File: src/csdm_pkg.sv
// Shared types, widths and constants for the concentric square-to-disk map.
`timescale 1ns / 1ps
package csdm_pkg;

   localparam int COORD_W = 16;             // input and output coordinate width
   localparam int REM_W   = 18;             // divider partial remainder
   localparam int DEN_W   = 17;             // divisor / radius, up to 1.0 in Q1.16
   localparam int QUO_W   = 31;             // ratio magnitude, up to 1.0 in Q1.30
   localparam int DIV_CELLS = QUO_W;        // one quotient bit per cell
   localparam int ANG_W   = 32;             // CORDIC datapath, Q2.30
   localparam int ATAN_ENTRIES = 24;

   localparam logic [29:0] PI4_Q30      = 30'd843314857;
   localparam logic [29:0] GAIN_INV_Q30 = 30'd652032874;

   typedef enum logic [1:0] {
      SECTOR_EAST  = 2'd0,
      SECTOR_NORTH = 2'd1,
      SECTOR_WEST  = 2'd2,
      SECTOR_SOUTH = 2'd3
   } csdm_sector_type;

   typedef struct packed {
      csdm_sector_type sector;
      logic            neg;     // ratio sign
   } csdm_side_type;

   // atan(2^-i) in Q2.30, truncated
   function automatic logic signed [ANG_W-1:0] csdm_atan(input logic [4:0] idx);
      logic signed [ANG_W-1:0] v;
      case (idx)
         5'd0:    v = 32'sd843314856;
         5'd1:    v = 32'sd497837829;
         5'd2:    v = 32'sd263043836;
         5'd3:    v = 32'sd133525158;
         5'd4:    v = 32'sd67021686;
         5'd5:    v = 32'sd33543515;
         5'd6:    v = 32'sd16775850;
         5'd7:    v = 32'sd8388437;
         5'd8:    v = 32'sd4194282;
         5'd9:    v = 32'sd2097149;
         5'd10:   v = 32'sd1048575;
         5'd11:   v = 32'sd524287;
         5'd12:   v = 32'sd262143;
         5'd13:   v = 32'sd131071;
         5'd14:   v = 32'sd65535;
         5'd15:   v = 32'sd32767;
         5'd16:   v = 32'sd16383;
         5'd17:   v = 32'sd8191;
         5'd18:   v = 32'sd4095;
         5'd19:   v = 32'sd2047;
         5'd20:   v = 32'sd1023;
         5'd21:   v = 32'sd511;
         5'd22:   v = 32'sd255;
         5'd23:   v = 32'sd127;
         default: v = '0;
      endcase
      return v;
   endfunction

endpackage

File: src/csdm_cordic_cell.sv
// One CORDIC rotation cell with a fixed shift and arctangent step.
`timescale 1ns / 1ps
module csdm_cordic_cell #(
   parameter int STAGE = 0
) (
   input  logic                               clock,
   input  logic                               reset,
   input  logic                               enable,
   input  logic                               prev_valid,
   input  logic signed [csdm_pkg::ANG_W-1:0]  prev_x,
   input  logic signed [csdm_pkg::ANG_W-1:0]  prev_y,
   input  logic signed [csdm_pkg::ANG_W-1:0]  prev_z,
   input  csdm_pkg::csdm_side_type            prev_side,
   output logic                               next_valid,
   output logic signed [csdm_pkg::ANG_W-1:0]  next_x,
   output logic signed [csdm_pkg::ANG_W-1:0]  next_y,
   output logic signed [csdm_pkg::ANG_W-1:0]  next_z,
   output csdm_pkg::csdm_side_type            next_side
);
   import csdm_pkg::*;

   localparam logic signed [ANG_W-1:0] ATAN_STEP = csdm_atan(5'(STAGE));

   logic                    valid_ff;
   logic signed [ANG_W-1:0] x_ff, x_in;
   logic signed [ANG_W-1:0] y_ff, y_in;
   logic signed [ANG_W-1:0] z_ff, z_in;
   csdm_side_type           side_ff;
   logic signed [ANG_W-1:0] dx, dy;

   always_comb begin
      dx = prev_y >>> STAGE;
      dy = prev_x >>> STAGE;
      if (!prev_z[ANG_W-1]) begin
         x_in = prev_x - dx;
         y_in = prev_y + dy;
         z_in = prev_z - ATAN_STEP;
      end else begin
         x_in = prev_x + dx;
         y_in = prev_y - dy;
         z_in = prev_z + ATAN_STEP;
      end
   end

   always_ff @(posedge clock) begin
      if (reset) begin
         valid_ff <= 1'b0;
      end else if (enable) begin
         valid_ff <= prev_valid;
      end
   end

   always_ff @(posedge clock) begin
      if (enable) begin
         x_ff    <= x_in;
         y_ff    <= y_in;
         z_ff    <= z_in;
         side_ff <= prev_side;
      end
   end

   assign next_valid = valid_ff;
   assign next_x     = x_ff;
   assign next_y     = y_ff;
   assign next_z     = z_ff;
   assign next_side  = side_ff;

endmodule

File: config.mk
export PLATFORM = sky130hd
export DESIGN_NAME = csdm_cordic_cell
export DESIGN_NICKNAME = d
export VERILOG_FILES = /design/src/csdm_pkg.sv /design/src/csdm_cordic_cell.sv
export SDC_FILE = /design/constraint.sdc
export NUM_CORES = 1
export LEC_CHECK = 0
export ABC_AREA = 1
export BUFFER_PORTS_ARGS = -buffer_cell sky130_fd_sc_hd__buf_4
export CORE_AREA = 2 2 174 125
export DETAILED_ROUTE_END_ITERATION = 8
export DIE_AREA = 0 0 176 127
export GPL_TIMING_DRIVEN = 0
export PLACE_DENSITY = 0.92
export SETUP_SLACK_MARGIN = 0.5
export SLEW_MARGIN = 20
export SYNTH_ARGS = -nofsm -noshare
export SYNTH_HDL_FRONTEND = slang
export SYNTH_SLANG_ARGS = --single-unit
File: constraint.sdc
create_clock -name clock -period 3.85 [get_ports clock]
set_input_delay 0.1925 -clock clock [delete_from_list [all_inputs] [get_ports clock]]
set_output_delay 0.1925 -clock clock [all_outputs]
set_load 0.02 [all_outputs]
# Word level (Yosys, flattened, before mapping)

Cells that the tools add are included.

Input port bits: 103
Memory bits (writable): 0
Output and inout bits: 100
Logic and storage cells: 14
ROM bits: 0
Register bits: 100
Memories kept: 0
Bits in latches: 0

Equality and inequality tests: 0
Add/sub/neg operators: 5
Bitwise gates (word level): 0
Muxes and demuxes: 3
Reductions and logical operators: 0
$lt $le $gt $ge: 0
Multiply operators: 0
Divide/modulo/power cells: 0
Shifts and indexed selects: 0

Operators by type and width:

| cell                                                 | number |
|---|---|
| two-way mux 32 bit                                   | 3 |
| subtractor 32 bit                                    | 2 |
| adder 32 x 31 -> 32 bit (second input constant)      | 1 |
| adder 32 bit                                         | 1 |
| subtractor 32 x 31 -> 32 bit (second input constant) | 1 |

# Depth between registers and ports, before layout

Word-level depth: 2
Depth in mapped cells: 17
Mapped depth without buffers: 16

# Least setup slack after synthesis

No wires, ideal clock.

Path type: input-to-reg
From: input port prev_z[31] (netlist bit)
To: register z_ff[21], in the netlist next_z[21] (data pin)
Data required time: 3.598 ns
Arrival time: 1.985 ns
Buffers on the path: 2
Setup time: 0.252 ns
Setup slack: 1.613 ns
Cell stages on the path: 13
Cell sequence: clkbuf_1 -> inv_2 -> buf_2 -> ha_1 -> nand2_1 -> o21ai_2 -> nand2_1 -> nand2_1 -> nand3_1 -> nand2_1 -> nand3_1 -> nand3_1 -> nand2_1

Longest elaborated chain between the ends: 1

RTL lines:

| what                   | RTL line               | text |
|---|---|---|
| start: declaration     | csdm_cordic_cell.sv:12 | `input logic signed [csdm_pkg::ANG_W-1:0] prev_z,` |
| two-way mux 32 bit     | csdm_cordic_cell.sv:34 | `if (!prev_z[ANG_W-1]) begin` |
| via z_in[21]           | csdm_cordic_cell.sv:27 | `logic signed [ANG_W-1:0] z_ff, z_in;` |
| end signal: assignment | csdm_cordic_cell.sv:57 | `z_ff <= z_in;` |
| end: declaration       | csdm_cordic_cell.sv:27 |  |

The timed path passes the listed nets, and every way through them passes these cells.
A chain may end at the register's enable or synchronous reset.

# Worst setup path after layout

From: input port prev_z[31] (netlist bit)
To: register z_ff[19], in the netlist next_z[19] (data pin)

Same word-level chain as after synthesis.

==> metrics.md <==
| Metric | Value |
|---|---|
| Status | `complete, but fails checks` |
| Failing checks | `DRC` |
| Largest area contributor in the netlist | `edfxtp_1` |
| Slowest CP cell | `clkbuf_1` |
| Mean Syn Cell Area | `6.197 um^2` |
| CP top delay family | `buffers and inverters` |
| CTS sink count | `slightly below 100` |
| Mapped Cells | `1963` |
| DRT antenna net count | `0` |
| Critical Path, Cell by Cell | `buf_4 -> clkbuf_1 -> inv_2 -> buf_2 -> ha_1 -> nand2_1 -> o21ai_2 -> nand2_1 -> nand2_1 -> nand2_1 -> a21oi_1 -> nor2_1 -> nand2_1 -> nand2_1` |
| Power Dens Cells | `316.9 nW/um^2` |
| Final Max Tran Viols | `0` |
| Crit path from | `prev_z[31]` |
| Clk slew on worst S/H paths | `around 80 ps` |
| Row count | `44` |
| Count of cell types in the netlist | `38` |
| Area grow syn2layout | `18.41%` |
| Crit-path max cell delay | `~630 ps` |
| Area contributors post-synth | `edfxtp_1 24%, nand2_1 22%, ha_1 13%` |
| Yosys reg bits | `between 90 and 100` |
| DIE WIDTH | `about 180 um` |
| Total wire length | `around 44000 um` |
| Max-slew headroom | `a little under two fifths` |
| Most frequent cells in the layout | `699 x nand2_1, 375 x inv_1, 215 x buf_4` |
| DP HPWL | `between 30000 and 40000 um` |
| Global-route wire length before repair | `a little under 70000 um` |
| N_diodes | `0` |
| H-tree depth | `3` |
| Clk root buf | `clkbuf_16` |
| IO buf count | `a little over 200` |
| EDFF count, synth | `slightly below 100` |
| Max_cap viols | `0` |
| Num CTS Buffers | `9` |
| GRT Overall Usage | `between 30% and 40%` |
| Reg2reg setup slack | `~3300 ps` |
| CORE AREA | `around 21000 um^2` |
| Crit path DAT | `3310 ps` |
| Worst slew pin tran | `937.6 ps` |
| Initial Utilization | `between 50% and 60%` |
| Period utilization | `between 80% and 90%` |
| Setup_tns | `0 ps` |
| CTS tree | `yes` |
| RD Place Congestion | `slightly above 1` |
| CP bufs+invs | `4` |
| Total gr overflow | `0` |
| R2r worst-path depth | `2` |
| Initial DRC count | `1773` |
| Drt pass-1 iters | `9` |
| Vias/cell | `5.633` |
| Hold_sp | `prev_side[1]` |
| Peak VDD IR | `around 0.00024 V` |
| Die Ht | `127 um` |
| # fillers | `around 1800` |
| Fmax | `313.0 MHz` |
| Ys async rst share | `0%` |
| Vias in the first global route | `around 13000` |
| CP Capture Type | `flop` |
| CP max FO | `22` |
| Cell mode on critical path | `nand2_1` |
| CTS max path bufs | `2` |
| Total power | `between 4 and 5 mW` |
| Post-CTS sizing | `0` |
| Worst hold-check path type | `in2reg` |
| WL/cell | `~18 um` |
| Final-stage net count | `around 2400` |
| YS warnings | `0` |
| Crit Path Category | `in2reg` |
| WP data required | `a little under 4000 ps` |
| Crit path depth | `14` |
| DRC viols | `1` |
| Setup Viol. Count Final | `0` |
| Most common cell after layout, fill and taps aside | `nand2_1` |
| Final min period | `roughly 3200 ps` |
| Syn Nets | `roughly 2200` |
| Initial antenna violation count | `0` |
| Reg2reg end | `next_valid$_SDFFE_PP0P_` |
| Top cell type's share of synthesized area | `24.19%` |
| Reg2reg start | `next_valid$_SDFFE_PP0P_` |
| Leading register cell type out of synthesis | `edfxtp_1` |
| I/O pin count | `just over 200` |
| Unrepaired setup endpoints after global routing | `no` |
| Number of hold-repair buffers added at the cts stage | `5` |
| Clk_skew | `0 ps` |
| Ratio of cells with drive above 1 in the final layout | `between 10% and 20%` |
| Hold Vio Cnt, Final | `0` |
| Leak Pwr | `about 8.1 nW` |
| Sequential share of the synthesized area | `24.36%` |
| Worst skew pair latency | `370 ps` |
| Setup crit end | `next_z[19]$_DFFE_PP_` |
| Setup Buffers After CTS | `0` |
| Largest net degree at the start of global routing | `100` |
| Vias post-DR | `approximately 14000` |
| CP Launch Type | `input port` |
| Cell Area, Synth | `~12000 um^2` |
| Die ar. | `about 22000 um^2` |
[kinds of logic after synthesis]
logic type	Yosys count	share of synthesized area, %
and+or+nand+nor	1072	36.19
buffers and inverters	418	13.84
AOI/OAI and AO/OA	202	8.959
adders and majority gates	132	13.76
DFF	99	24.36
xor gates and xnor gates	39	2.808
muxes	1	0.08229
[cells in the mapped netlist (2+ instances only)]
| cell type | instances |
|---|---|
| nor2_2 | 5 |
| buf_6 | 2 |
| o21bai_1 | 12 |
| inv_2 | 2 |
| o21a_1 | 4 |
| edfxtp_1 | 98 |
| nand4_1 | 29 |
| xnor2_1 | 4 |
| inv_1 | 375 |
| buf_4 | 14 |
| nand2_2 | 4 |
| clkbuf_8 | 3 |
| xor2_1 | 35 |
| nor3_1 | 15 |
| nor3_2 | 2 |
| nand3_1 | 178 |
| a21oi_1 | 109 |
| o21ai_0 | 55 |
| buf_1 | 3 |
| ha_1 | 129 |
| buf_2 | 14 |
| a31oi_1 | 5 |
| a21o_1 | 6 |
| o22ai_1 | 9 |
| nor2_1 | 134 |
| fa_1 | 3 |
| nand2_1 | 699 |
| clkbuf_1 | 5 |
[cell type report]
cell class,count,area (um^2),share of cell area [%]
tap,276,345.3,2.397
clock buffer,9,225.2,1.564
inverter,377,1415,9.825
sequential,99,2963,20.57
buffer,41,269.0,1.868
multi-input combinational,1446,7517,52.19
timing repair buffer,208,1580,10.97
clock inverter,7,88.84,0.6167
[state kept, by name, summed over array words and instances (netlist names)]
| register | count |
|---|---|
| next_valid | 1 |
| next_x | 31 |
| next_y | 32 |
| next_side | 3 |
| next_z | 32 |
[per-stage QoR]
stage	instances	setup slack (ps)	hold WS (ps)	util (%)	instance area, um^2
after floorplan	1963	1613	264.9	-	12160
after global placement	2441	496.6	348.1	68.30	14030
after detailed placement	2441	455.6	364.3	68.32	14030
after CTS	2462	819.5	4.560	70.10	14390
after global routing	2463	532.0	6.407	70.14	14400
final	2463	655.1	14.83	70.14	14400
[worst reg2reg max path: stages, from the launching register on]
cell and delay (ps):
dfxtp_1 320, mux2i_1 120, nor2_1 60
[how the worst min path moves through the flow]
stage	slack [ps]	depth (start not counted)	endpoint
after global placement	350	2	next_valid$_SDFFE_PP0P_
after floorplan	260	1	next_valid$_SDFFE_PP0P_
final	10	1	next_side[1]$_DFFE_PP_
after CTS	5	1	next_z[0]$_DFFE_PP_
after global routing	6	1	next_side[1]$_DFFE_PP_
after detailed placement	360	2	next_valid$_SDFFE_PP0P_
[power by group]
part / total, mW / switching (mW) / internal [mW] / leakage, nW
Sequential: 1.44 / 0.0525 / 1.39 / 0.966
Clock: 0.997 / 0.523 / 0.474 / 0.153
Combinational: 2.13 / 1.41 / 0.719 / 7.00
[per-layer routing]
metal,wire [um],vias up,part of all wire [%],track usage (%)
met5,0,-,0,0
met4,1693,0,3.9,14.83
met3,5941,148,14,10.98
met2,17670,929,40,57.76
met1,18460,6196,42,54.54
li1,-,6600,-,-
Note: power is estimated with default switching activity, not from simulation.
