**src/csdm_pkg.sv**
```systemverilog
// Shared types, widths and constants for the concentric square-to-disk map.
`timescale 1ns / 1ps
package csdm_pkg;

   localparam int COORD_W = 16;             // input and output coordinate width
   localparam int REM_W   = 18;             // divider partial remainder
   localparam int DEN_W   = 17;             // divisor / radius, up to 1.0 in Q1.16
   localparam int QUO_W   = 31;             // ratio magnitude, up to 1.0 in Q1.30
   localparam int DIV_CELLS = QUO_W;        // one quotient bit per cell
   localparam int ANG_W   = 32;             // CORDIC datapath, Q2.30
   localparam int ATAN_ENTRIES = 24;

   localparam logic [29:0] PI4_Q30      = 30'd843314857;
   localparam logic [29:0] GAIN_INV_Q30 = 30'd652032874;

   typedef enum logic [1:0] {
      SECTOR_EAST  = 2'd0,
      SECTOR_NORTH = 2'd1,
      SECTOR_WEST  = 2'd2,
      SECTOR_SOUTH = 2'd3
   } csdm_sector_type;

   typedef struct packed {
      csdm_sector_type sector;
      logic            neg;     // ratio sign
   } csdm_side_type;

   // atan(2^-i) in Q2.30, truncated
   function automatic logic signed [ANG_W-1:0] csdm_atan(input logic [4:0] idx);
      logic signed [ANG_W-1:0] v;
      case (idx)
         5'd0:    v = 32'sd843314856;
         5'd1:    v = 32'sd497837829;
         5'd2:    v = 32'sd263043836;
         5'd3:    v = 32'sd133525158;
         5'd4:    v = 32'sd67021686;
         5'd5:    v = 32'sd33543515;
         5'd6:    v = 32'sd16775850;
         5'd7:    v = 32'sd8388437;
         5'd8:    v = 32'sd4194282;
         5'd9:    v = 32'sd2097149;
         5'd10:   v = 32'sd1048575;
         5'd11:   v = 32'sd524287;
         5'd12:   v = 32'sd262143;
         5'd13:   v = 32'sd131071;
         5'd14:   v = 32'sd65535;
         5'd15:   v = 32'sd32767;
         5'd16:   v = 32'sd16383;
         5'd17:   v = 32'sd8191;
         5'd18:   v = 32'sd4095;
         5'd19:   v = 32'sd2047;
         5'd20:   v = 32'sd1023;
         5'd21:   v = 32'sd511;
         5'd22:   v = 32'sd255;
         5'd23:   v = 32'sd127;
         default: v = '0;
      endcase
      return v;
   endfunction

endpackage

```
**src/csdm_div_cell.sv**
```systemverilog
// One restoring-division cell: resolves one ratio bit and passes the remainder on.
`timescale 1ns / 1ps
module csdm_div_cell (
   input  logic                         clock,
   input  logic                         reset,
   input  logic                         enable,
   input  logic                         prev_valid,
   input  logic [csdm_pkg::REM_W-1:0]   prev_rem,
   input  logic [csdm_pkg::DEN_W-1:0]   prev_den,
   input  logic [csdm_pkg::QUO_W-1:0]   prev_quo,
   input  csdm_pkg::csdm_side_type      prev_side,
   output logic                         next_valid,
   output logic [csdm_pkg::REM_W-1:0]   next_rem,
   output logic [csdm_pkg::DEN_W-1:0]   next_den,
   output logic [csdm_pkg::QUO_W-1:0]   next_quo,
   output csdm_pkg::csdm_side_type      next_side
);
   import csdm_pkg::*;

   logic                 valid_ff;
   logic [REM_W-1:0]     rem_ff, rem_in;
   logic [DEN_W-1:0]     den_ff;
   logic [QUO_W-1:0]     quo_ff, quo_in;
   csdm_side_type        side_ff;
   logic                 fits;
   logic [REM_W-1:0]     diff;

   always_comb begin
      fits   = prev_rem >= {1'b0, prev_den};
      diff   = fits ? (prev_rem - {1'b0, prev_den}) : prev_rem;
      rem_in = {diff[REM_W-2:0], 1'b0};
      quo_in = {prev_quo[QUO_W-2:0], fits};
   end

   always_ff @(posedge clock) begin
      if (reset) begin
         valid_ff <= 1'b0;
      end else if (enable) begin
         valid_ff <= prev_valid;
      end
   end

   always_ff @(posedge clock) begin
      if (enable) begin
         rem_ff  <= rem_in;
         den_ff  <= prev_den;
         quo_ff  <= quo_in;
         side_ff <= prev_side;
      end
   end

   assign next_valid = valid_ff;
   assign next_rem   = rem_ff;
   assign next_den   = den_ff;
   assign next_quo   = quo_ff;
   assign next_side  = side_ff;

endmodule

```
**config.mk**
```make
export PLATFORM = sky130hd
export DESIGN_NAME = csdm_div_cell
export DESIGN_NICKNAME = d
export VERILOG_FILES = /design/src/csdm_pkg.sv /design/src/csdm_div_cell.sv
export SDC_FILE = /design/constraint.sdc
export NUM_CORES = 1
export LEC_CHECK = 0
export ABC_AREA = 1
export BUFFER_PORTS_ARGS = -buffer_cell sky130_fd_sc_hd__clkbuf_2
export CORE_MARGIN = 3
export CORE_UTILIZATION = 52
export DETAILED_ROUTE_END_ITERATION = 12
export PLACE_DENSITY_LB_ADDON = 0.15
export SYNTH_ARGS = -nofsm -noshare
export SYNTH_HDL_FRONTEND = slang
export SYNTH_SLANG_ARGS = --single-unit
```
**constraint.sdc**
```tcl
create_clock -name clock -period 3.7 [get_ports clock]
set_clock_uncertainty 0.15 [all_clocks]
set_input_delay 0.74 -clock clock [delete_from_list [all_inputs] [get_ports clock]]
set_output_delay 0.74 -clock clock [all_outputs]
set_load 0.03 [all_outputs]
```
# [Word-level counts from Yosys, hierarchy flattened]
# Index checks and enable logic that the tools add are counted.
[classes] addsub=1 n_lt_le_gt_ge=1 mux=1
[ops] cell=">= comparator 18 x 17 -> 1 bit" n=1
[ops] cell="two-way mux 17 bit" n=1
[ops] cell="subtractor 17 bit" n=1
[word_totals] word_cells=9 ff_bits=69 out_inout_bits=70

# [Depth between registers and ports, before layout]
# Gate-level depths: netlist (run 1).
[depth] ltp_word=2 depth_mapped=14 depth_no_buf=14

# [Worst setup path before layout (run 1)]
# No wires, ideal clock.
[synth_path] path_type="input-to-reg" from="in prev_rem[0] (netlist bit)" to="reg rem_ff[5] (netlist: next_rem[5]) (data pin)" setup_slack_ns=1.212 t_required_ns=3.298 setup_ns=0.252 n_path_buf=1 path_stages=11 arrival_ns=2.085 cell_sequence="inv_1 -> ha_1 -> inv_1 -> fa_1 -> nand3_1 -> nand3_1 -> nand2_2 -> nand2_4 -> buf_8 -> nand2_2 -> nand2_1"
[synth_between] elab_chain_len=2
[synth_lines] element="start, declared" line_no="csdm_div_cell.sv:8" source="input logic [csdm_pkg::REM_W-1:0] prev_rem,"
[synth_lines] element=">= comparator 18 x 17 -> 1 bit" line_no="csdm_div_cell.sv:29" source="fits = prev_rem >= {1'b0, prev_den};"
[synth_lines] element="named net fits" line_no="csdm_div_cell.sv:25" source="logic fits;"
[synth_lines] element="two-way mux 17 bit" line_no="csdm_div_cell.sv:30" source="diff = fits ? (prev_rem - {1'b0, prev_den}) : prev_rem;"
[synth_lines] element="named net diff[4]" line_no="csdm_div_cell.sv:26" source="logic [REM_W-1:0] diff;"
[synth_lines] element="end signal, assigned" line_no="csdm_div_cell.sv:45" source="rem_ff <= rem_in;"
[synth_lines] element="end, declared" line_no="csdm_div_cell.sv:21" source="logic [REM_W-1:0] rem_ff, rem_in;"
# The timed path passes the listed nets, and every way through them passes these cells.
# A chain may end at the register's enable or synchronous reset.

# [Final worst setup path (run 1)]
[layout_path] from="in prev_den[13] (netlist bit)" to="reg rem_ff[14] (netlist: next_rem[14]) (data pin)"
[layout_between] elab_chain_len=2
[layout_lines] element="start, declared" line_no="csdm_div_cell.sv:9" source="input logic [csdm_pkg::DEN_W-1:0] prev_den,"
[layout_lines] element="subtractor 17 bit / >= comparator 18 x 17 -> 1 bit (equally long branches)" line_no="csdm_div_cell.sv:30, csdm_div_cell.sv:29"
[layout_lines] element="two-way mux 17 bit *" line_no="csdm_div_cell.sv:30"
[layout_lines] element="named net diff[13]" line_no="csdm_div_cell.sv:26"
# The timed path passes the listed nets; every way through them passes the cells marked *.

==> key figures, run 1 <==
Setup path
  • Register-to-Register Path Depth: 2
  • Slack of the worst reg-to-reg path: roughly 3.0 ns
  • Crit path DAT: ~2.4 ns
  • Worst Path Required: between 3 and 4 ns
  • Critical Setup Path Class: input pin to register
  • R2r startpoint: next_valid
  • CP Max Fanout: 18
  • Setup crit end kind: register
  • R2R Path End: next_valid
  • Worst setup SP type: input pin

Layout
  • Layout area overhead: 28.2%
  • Final core area utilization: a little over two thirds
  • Most frequent cells in the layout: clkbuf_2, nand2_1, edfxtp_1
  • Share of cells above drive strength 1: between 30 and 40%
  • Commonest non-fill, non-tap cell in the layout: clkbuf_2
  • N_diodes: 0
  • Nets: ~620
  • Final non-filler cell total: 606
  • Final Instance Area: between 4000 and 5000 um2

Place
  • GPL Wtd Cong: 0.906
  • Post-DP HPWL: approximately 6400 um
  • Place WS: 0.877 ns
  • PortBufs: 140
  • Dpl cells: a little under 600
  • Dpl cell area: around 4400 um2

Synthesis
  • Syn Std Cell Area: 3570 um2
  • Area leader, netlist: edfxtp_1
  • Gate Count Post-Synth: between 300 and 400
  • YS warnings: 0
  • Syn avg cell area: 9.55 um2
  • Yosys reg bits: 69
  • Unique masters post-synth: 26
  • Synth Net Count: ~470
  • Share of the synthesized area in the top cell type: between 50 and 60%
  • Synth area leaders: edfxtp_1, nand2_1, inv_1, ha_1, nand3_1
  • Sequential fraction of the synthesis area: between 50% and 60%

Detailed routing
  • Final WL: approximately 8000 um
  • Vias: between 2k and 3k
  • Post-DRT Antenna Nets: 0
  • Routed len/inst: between 10 and 15 um
  • Drt pass-1 iters: 4
  • Vias per inst: roughly 4.8
  • Drt drc: 0
  • DRT iter0 DRCs: 120

STA
  • RSZ-0062 raised after global routing: false
  • Worst setup margin: 1.25 ns
  • Final hold vios: 0
  • Period minus WS final: between 2 and 2.5 ns
  • Final Max Tran Viols: 0
  • Tightest Pin Transition: ~0.52 ns
  • Setup violators final: 0
  • Hold_ws: about 0.35 ns
  • Fin crit share: 66.1%
  • TNS Setup: 0 ns
  • Max_slew headroom: about two thirds
  • Fmax achieved: around 400 MHz

Clocking
  • Post-CTS Resized: 0
  • # Post-CTS Setup Buffers: 0
  • CTS Buf Count: 9
  • Clock Latency Late Sink: 0.34 ns
  • Clock buffer depth: 2
  • Hold-fix buffers, CTS: 0
  • CTS tree: done
  • H-Tree Depth: 3
  • Root buffer cell: clkbuf_8
  • Clock sink total: between 60 and 70
  • Worst-path clk slew: 0.08 ns

Floorplan
  • Starting Density: between 50% and 60%
  • Chip width: 88.9 um
  • Die Area: between 7000 and 8000 um2
  • IO Pins: 143
  • Core area: 6490 um2
  • FP Rows: 29
  • Die H: roughly 89 um

Power and ir drop
  • Worst vdd ir: between 0.2 and 0.25 mV
  • PD cells: about 470 nW/um2
  • Leakage: about 2.4 nW
  • Power consumption: approximately 2.2 mW

Hold path
  • HP Class: register to register
  • Hold path endpoint: next_valid
  • Min-Delay Path Depth: 2
  • Worst Min Path Start: next_valid

Job
  • Max Cap Viol: 0

Global routing
  • First-pass GRT wire length: roughly 13,000 um
  • Largest net degree at the start of global routing: 44
  • Antenna violations before repair: 0
  • Overflow left after global routing: 0
  • Total track usage: roughly 21%
  • Number of global-route vias before repair: about 2.8k

Outcome
  • Status: complete, no violations
worst max-delay path by stage:
stage | startpoint | end | slack, ns | cells past startpoint
floorplan | prev_rem[0] | next_rem[5] | 1.21 | 11
global placement | prev_den[14] | next_rem[14] | 0.90 | 12
detailed placement | prev_den[11] | next_rem[14] | 0.88 | 12
CTS | prev_den[11] | next_rem[14] | 1.25 | 12
global route | prev_den[10] | next_rem[3] | 1.10 | 12
finish | prev_den[13] | next_rem[14] | 1.25 | 12
flip-flops by register name, indices dropped and copies added (netlist names):
name	count
next_den	17
next_rem	17
next_side	3
next_valid	1
next_quo	31
worst max-delay path: stages:
cell	delay [ns]
clkbuf_2	0.09
inv_1	0.04
ha_1	0.34
nand2_1	0.10
nand2_1	0.09
inv_1	0.09
a21oi_2	0.07
nor3_4	0.15
buf_4	0.28
nand2_4	0.22
nand2_1	0.13
nand2_1	0.05
per-layer routing:
| layer | vias up | GRT usage (%) | part of all wire [%] |
|---|---|---|---|
| li1 | 1511 | - | - |
| met3 | 11 | 6.70 | 8.8 |
| met2 | 112 | 37.7 | 50 |
| met1 | 1279 | 24.8 | 40 |
| met5 | - | 0 | 0 |
| met4 | 0 | 7.42 | 1.5 |
Yosys cell counts:
cell,number
nand2_2,12
and2_1,1
nand2_1,125
xor2_1,7
mux2i_1,1
edfxtp_1,68
nor3_4,1
conb_1,1
buf_4,2
a21oi_2,1
o21ai_1,1
buf_8,1
nand4_1,4
ha_1,17
nand3_1,32
nand3b_1,1
fa_1,1
nor3_1,3
inv_1,64
buf_2,2
nor2_2,3
dfxtp_1,1
inv_2,4
a21oi_1,10
nor2_1,10
nand2_4,1
where the power goes:
part	leakage, nW	switching (mW)	internal [mW]
registers	0.673	0.0185	0.948
logic	1.64	0.360	0.160
clock network	0.106	0.293	0.381
cell type report:
| type | count | area, um2 |
|---|---|---|
| clock inverters | 7 | 97.6 |
| repair buffers | 144 | 731 |
| fillers | 546 | 1920 |
| clock buffers | 9 | 124 |
| well taps | 77 | 96.3 |
| inverters | 68 | 255 |
| flip-flops and latches | 69 | 2060 |
| multi-input cells | 232 | 1210 |
kinds of logic (layout without fill, tap and decap cells):
logic type	Yosys count	count (layout)	share of synthesized area [%]
adders and majority gates	18	18	6.52
AOI/OAI and AO/OA	12	12	1.79
other	1	1	0.105
DFF	69	69	57.7
and+or+nand+nor	193	193	23.6
muxes	1	1	0.280
buffers and inverters	73	228	8.27
xor gates and xnor gates	7	7	1.72
Note: power is estimated with default switching activity, not from simulation.
==> run 2, diff against run 1 <==
--- a/config.mk
+++ b/config.mk
@@ -8,7 +8,7 @@
 export ABC_AREA = 1
 export BUFFER_PORTS_ARGS = -buffer_cell sky130_fd_sc_hd__clkbuf_2
 export CORE_MARGIN = 3
-export CORE_UTILIZATION = 52
+export CORE_UTILIZATION = 44
 export DETAILED_ROUTE_END_ITERATION = 12
 export PLACE_DENSITY_LB_ADDON = 0.15
 export SYNTH_ARGS = -nofsm -noshare
==> constraint.sdc (replaced) <==
create_clock -name clock -period 2.2 [get_ports clock]
set_clock_uncertainty 0.15 [all_clocks]
set_input_delay 0.44 -clock clock [delete_from_list [all_inputs] [get_ports clock]]
set_output_delay 0.44 -clock clock [all_outputs]
set_load 0.03 [all_outputs]
==> run 2 against run 1 <==
Effect of this change:
- design area rose by 5.6%
- sequential share of layout area fell by 2.4 points
- sequential cell count did not move
- clock power rose by 56%
- total power rose by 68%
- global-route usage fell by 2.0 points
- non-clock buffer count rose by 29
- critical path depth rose by 3
- worst hold slack got worse by 0.27 ns
- critical path type unchanged
==> key figures, run 2 (same netlist as run 1, synthesis figures left out) <==
Outcome
  • Status: complete, no violations (unchanged)

Setup path
  • Critical path's slowest cell: fa_2 (was ha_1)
  • Register-to-Register Path Depth: 2 (unchanged)
  • Worst Path Required: 2.17 ns (was 3.65 ns)
  • Most Frequent Cell on Critical Path: nand2_1 (unchanged)
  • R2R Path End: next_valid (unchanged)
  • Top delay family on crit path: simple AND/OR/NAND/NOR gates (unchanged)
  • Crit path DAT: 1.96 ns (was 2.40 ns)
  • Slack of the worst reg-to-reg path: 1.47 ns (was 2.97 ns)
  • CP Max Fanout: 4 (was 18)
  • Worst-path cell chain: clkbuf_2, inv_1, ha_1, inv_1, fa_2, nand3_1, nand3_1, nand2_1, nand2_1, nand2_1, nand2_1, nand2_1, nand2_1, nand2_1, nand2_1 (was clkbuf_2, inv_1, ha_1, nand2_1, nand2_1, inv_1, a21oi_2, nor3_4, buf_4, nand2_4, nand2_1, nand2_1)
  • Critical Setup Path Class: input pin to register (unchanged)
  • Worst Path Buf+Inv: 3 (was 4)
  • R2r startpoint: next_valid (unchanged)
  • Critical path's largest stage delay: 0.37 ns (was 0.34 ns)
  • Setup crit end kind: register (unchanged)
  • Worst setup SP type: input pin (unchanged)

Hold path
  • HP Class: input pin to register (was register to register)
  • Min-Delay Path Depth: 2 (unchanged)
  • Hold path endpoint: next_valid (unchanged)
  • Worst Min Path Start: reset (was next_valid)

Global routing
  • Total track usage: 19.5% (was 21.5%)
  • Antenna violations before repair: 0 (unchanged)
  • Overflow left after global routing: 0 (unchanged)
  • Largest net degree at the start of global routing: 31 (was 44)
  • First-pass GRT wire length: 13,400 um (was 12,700 um)
  • Number of global-route vias before repair: 2,889 (was 2,762)

Detailed routing
  • Vias: 3,020 (was 2,913)
  • Drt pass-1 iters: 4 (unchanged)
  • Post-DRT Antenna Nets: 0 (unchanged)
  • DRT iter0 DRCs: 79 (was 120)
  • Vias per inst: 4.58 (was 4.81)
  • Final WL: 8720 um (was 8040 um)
  • Routed len/inst: 13.2 um (was 13.3 um)
  • Drt drc: 0 (unchanged)

Power and ir drop
  • Leakage: 2.55 nW (was 2.42 nW)
  • Sw frac: 32.5% (was 31.1%)
  • PD cells: 749 nW/um2 (was 472 nW/um2)
  • P_int: 2.44 mW (was 1.49 mW)
  • P_sw: 1.18 mW (was 671 uW)
  • Worst vdd ir: 0.335 mV (was 0.223 mV)
  • Comb power frac: 26.1% (was 24.0%)
  • Seq pwr share: 45.0% (was 44.7%)
  • Clock share of power: 28.9% (was 31.2%)

Place
  • PortBufs: 140 (unchanged)
  • Dpl cell area: 4630 um2 (was 4360 um2)
  • GPL Wtd Cong: 0.820 (was 0.906)
  • Dpl cells: 644 (was 590)
  • Place WS: -0.236 ns (was 0.877 ns)
  • Post-DP HPWL: 7030 um (was 6350 um)

Clocking
  • Worst-path clk slew: 0.08 ns (about the same)
  • Clock Latency Late Sink: 0.35 ns (was 0.34 ns)
  • Root buffer cell: clkbuf_8 (unchanged)
  • Clock buffer depth: 2 (unchanged)
  • CTS tree: done (unchanged)
  • H-Tree Depth: 3 (unchanged)
  • CTS Buf Count: 9 (unchanged)
  • Clock sink total: 69 (unchanged)

Job
  • Max Cap Viol: 0 (unchanged)

Layout
  • N_diodes: 0 (unchanged)
  • Commonest non-fill, non-tap cell in the layout: clkbuf_2 (unchanged)
  • Share of cells above drive strength 1: 37.8% (was 34.4%)
  • Nets: 644 (was 615)
  • Final core area utilization: 61.9% (was 70.5%)
  • Layout area overhead: 35.4% (was 28.2%)
  • Most frequent cells in the layout: clkbuf_2, nand2_1, edfxtp_1 (unchanged)
  • Max reg flops: 31 (unchanged)
  • Final non-filler cell total: 660 (was 606)
  • Final Instance Area: 4830 um2 (was 4580 um2)

Floorplan
  • Die H: 96.1 um (was 88.9 um)
  • Die Area: 9230 um2 (was 7900 um2)
  • IO Pins: 143 (unchanged)
  • Chip width: 96.1 um (was 88.9 um)
  • FP Rows: 32 (was 29)
  • Core area: 7810 um2 (was 6490 um2)
  • Starting Density: 45.7% (was 55.0%)

STA
  • Final hold vios: 0 (unchanged)
  • Fmax achieved: 503 MHz
  • Period minus WS final: just under 2 ns
  • Final Max Tran Viols: 0 (unchanged)
  • Fin crit share: 90.4%
  • RSZ-0062 raised after global routing: false (unchanged)
  • Worst setup margin: 0.211 ns (was 1.25 ns)
  • Setup violators final: 0 (unchanged)
  • Hold_ws: 0.0836 ns (was 0.351 ns)
[run 2: cell type report]
cell class,instances,area [um2]
Tap cell,102,128
Clock buffer,9,124
Clock inverter,7,73.8
Multi-Input combinational cell,232,1220
Fill cell,694,2970
Timing Repair Buffer,173,976
Inverter,68,255
Sequential cell,69,2060
[run 2: timing repair]
action	4_1_cts	5_1_grt
endpoints found under the setup margin	0	1
buffers inserted	0	0
hold buffers	0	0
gates resized for setup	0	1
[run 2: per-layer routing]
layer  track usage [%]  wire [um]  vias to the layer above
met3              5.63        753                       11
met2              33.8       4190                      112
met4              6.28        131                        0
met5                 0          0                        -
li1                  -          -                     1563
met1              23.1       3650                     1334
[run 2: per-stage QoR]
step	setup TNS, ns	power (mW)
after global placement	-2.07	2.59
after detailed placement	-2.51	2.61
after global routing	0	3.82
final	0	3.62
after floorplan	0	2.26
after CTS	0	3.66
[run 2: how the worst max path moves through the flow]
| stage | start | to | slack [ns] | cells after the start |
|---|---|---|---|---|
| final | prev_rem[0] | next_rem[15] | 0.21 | 15 |
| after global placement | prev_rem[0] | next_rem[15] | -0.19 | 15 |
| after floorplan | prev_rem[0] | next_rem[5] | 0.01 | 11 |
| after CTS | prev_rem[0] | next_rem[15] | 0.16 | 15 |
| after detailed placement | prev_rem[0] | next_rem[15] | -0.24 | 15 |
| after global routing | prev_rem[0] | next_rem[17] | 0.07 | 15 |
[run 2: power groups by stage]
stage / combinational [mW] / sequential (mW) / clock (mW)
after detailed placement: 0.952 / 1.66 / 0
final: 0.946 / 1.63 / 1.05
after global routing: 1.05 / 1.64 / 1.14
after floorplan: 0.338 / 1.92 / 0
after global placement: 0.941 / 1.65 / 0
after CTS: 0.956 / 1.63 / 1.07
[run 2: worst reg2reg max path, cell delays in order, from the launching register on]
cell and delay (ns):
dfxtp_1 0.31, mux2i_1 0.12, nor2_1 0.05
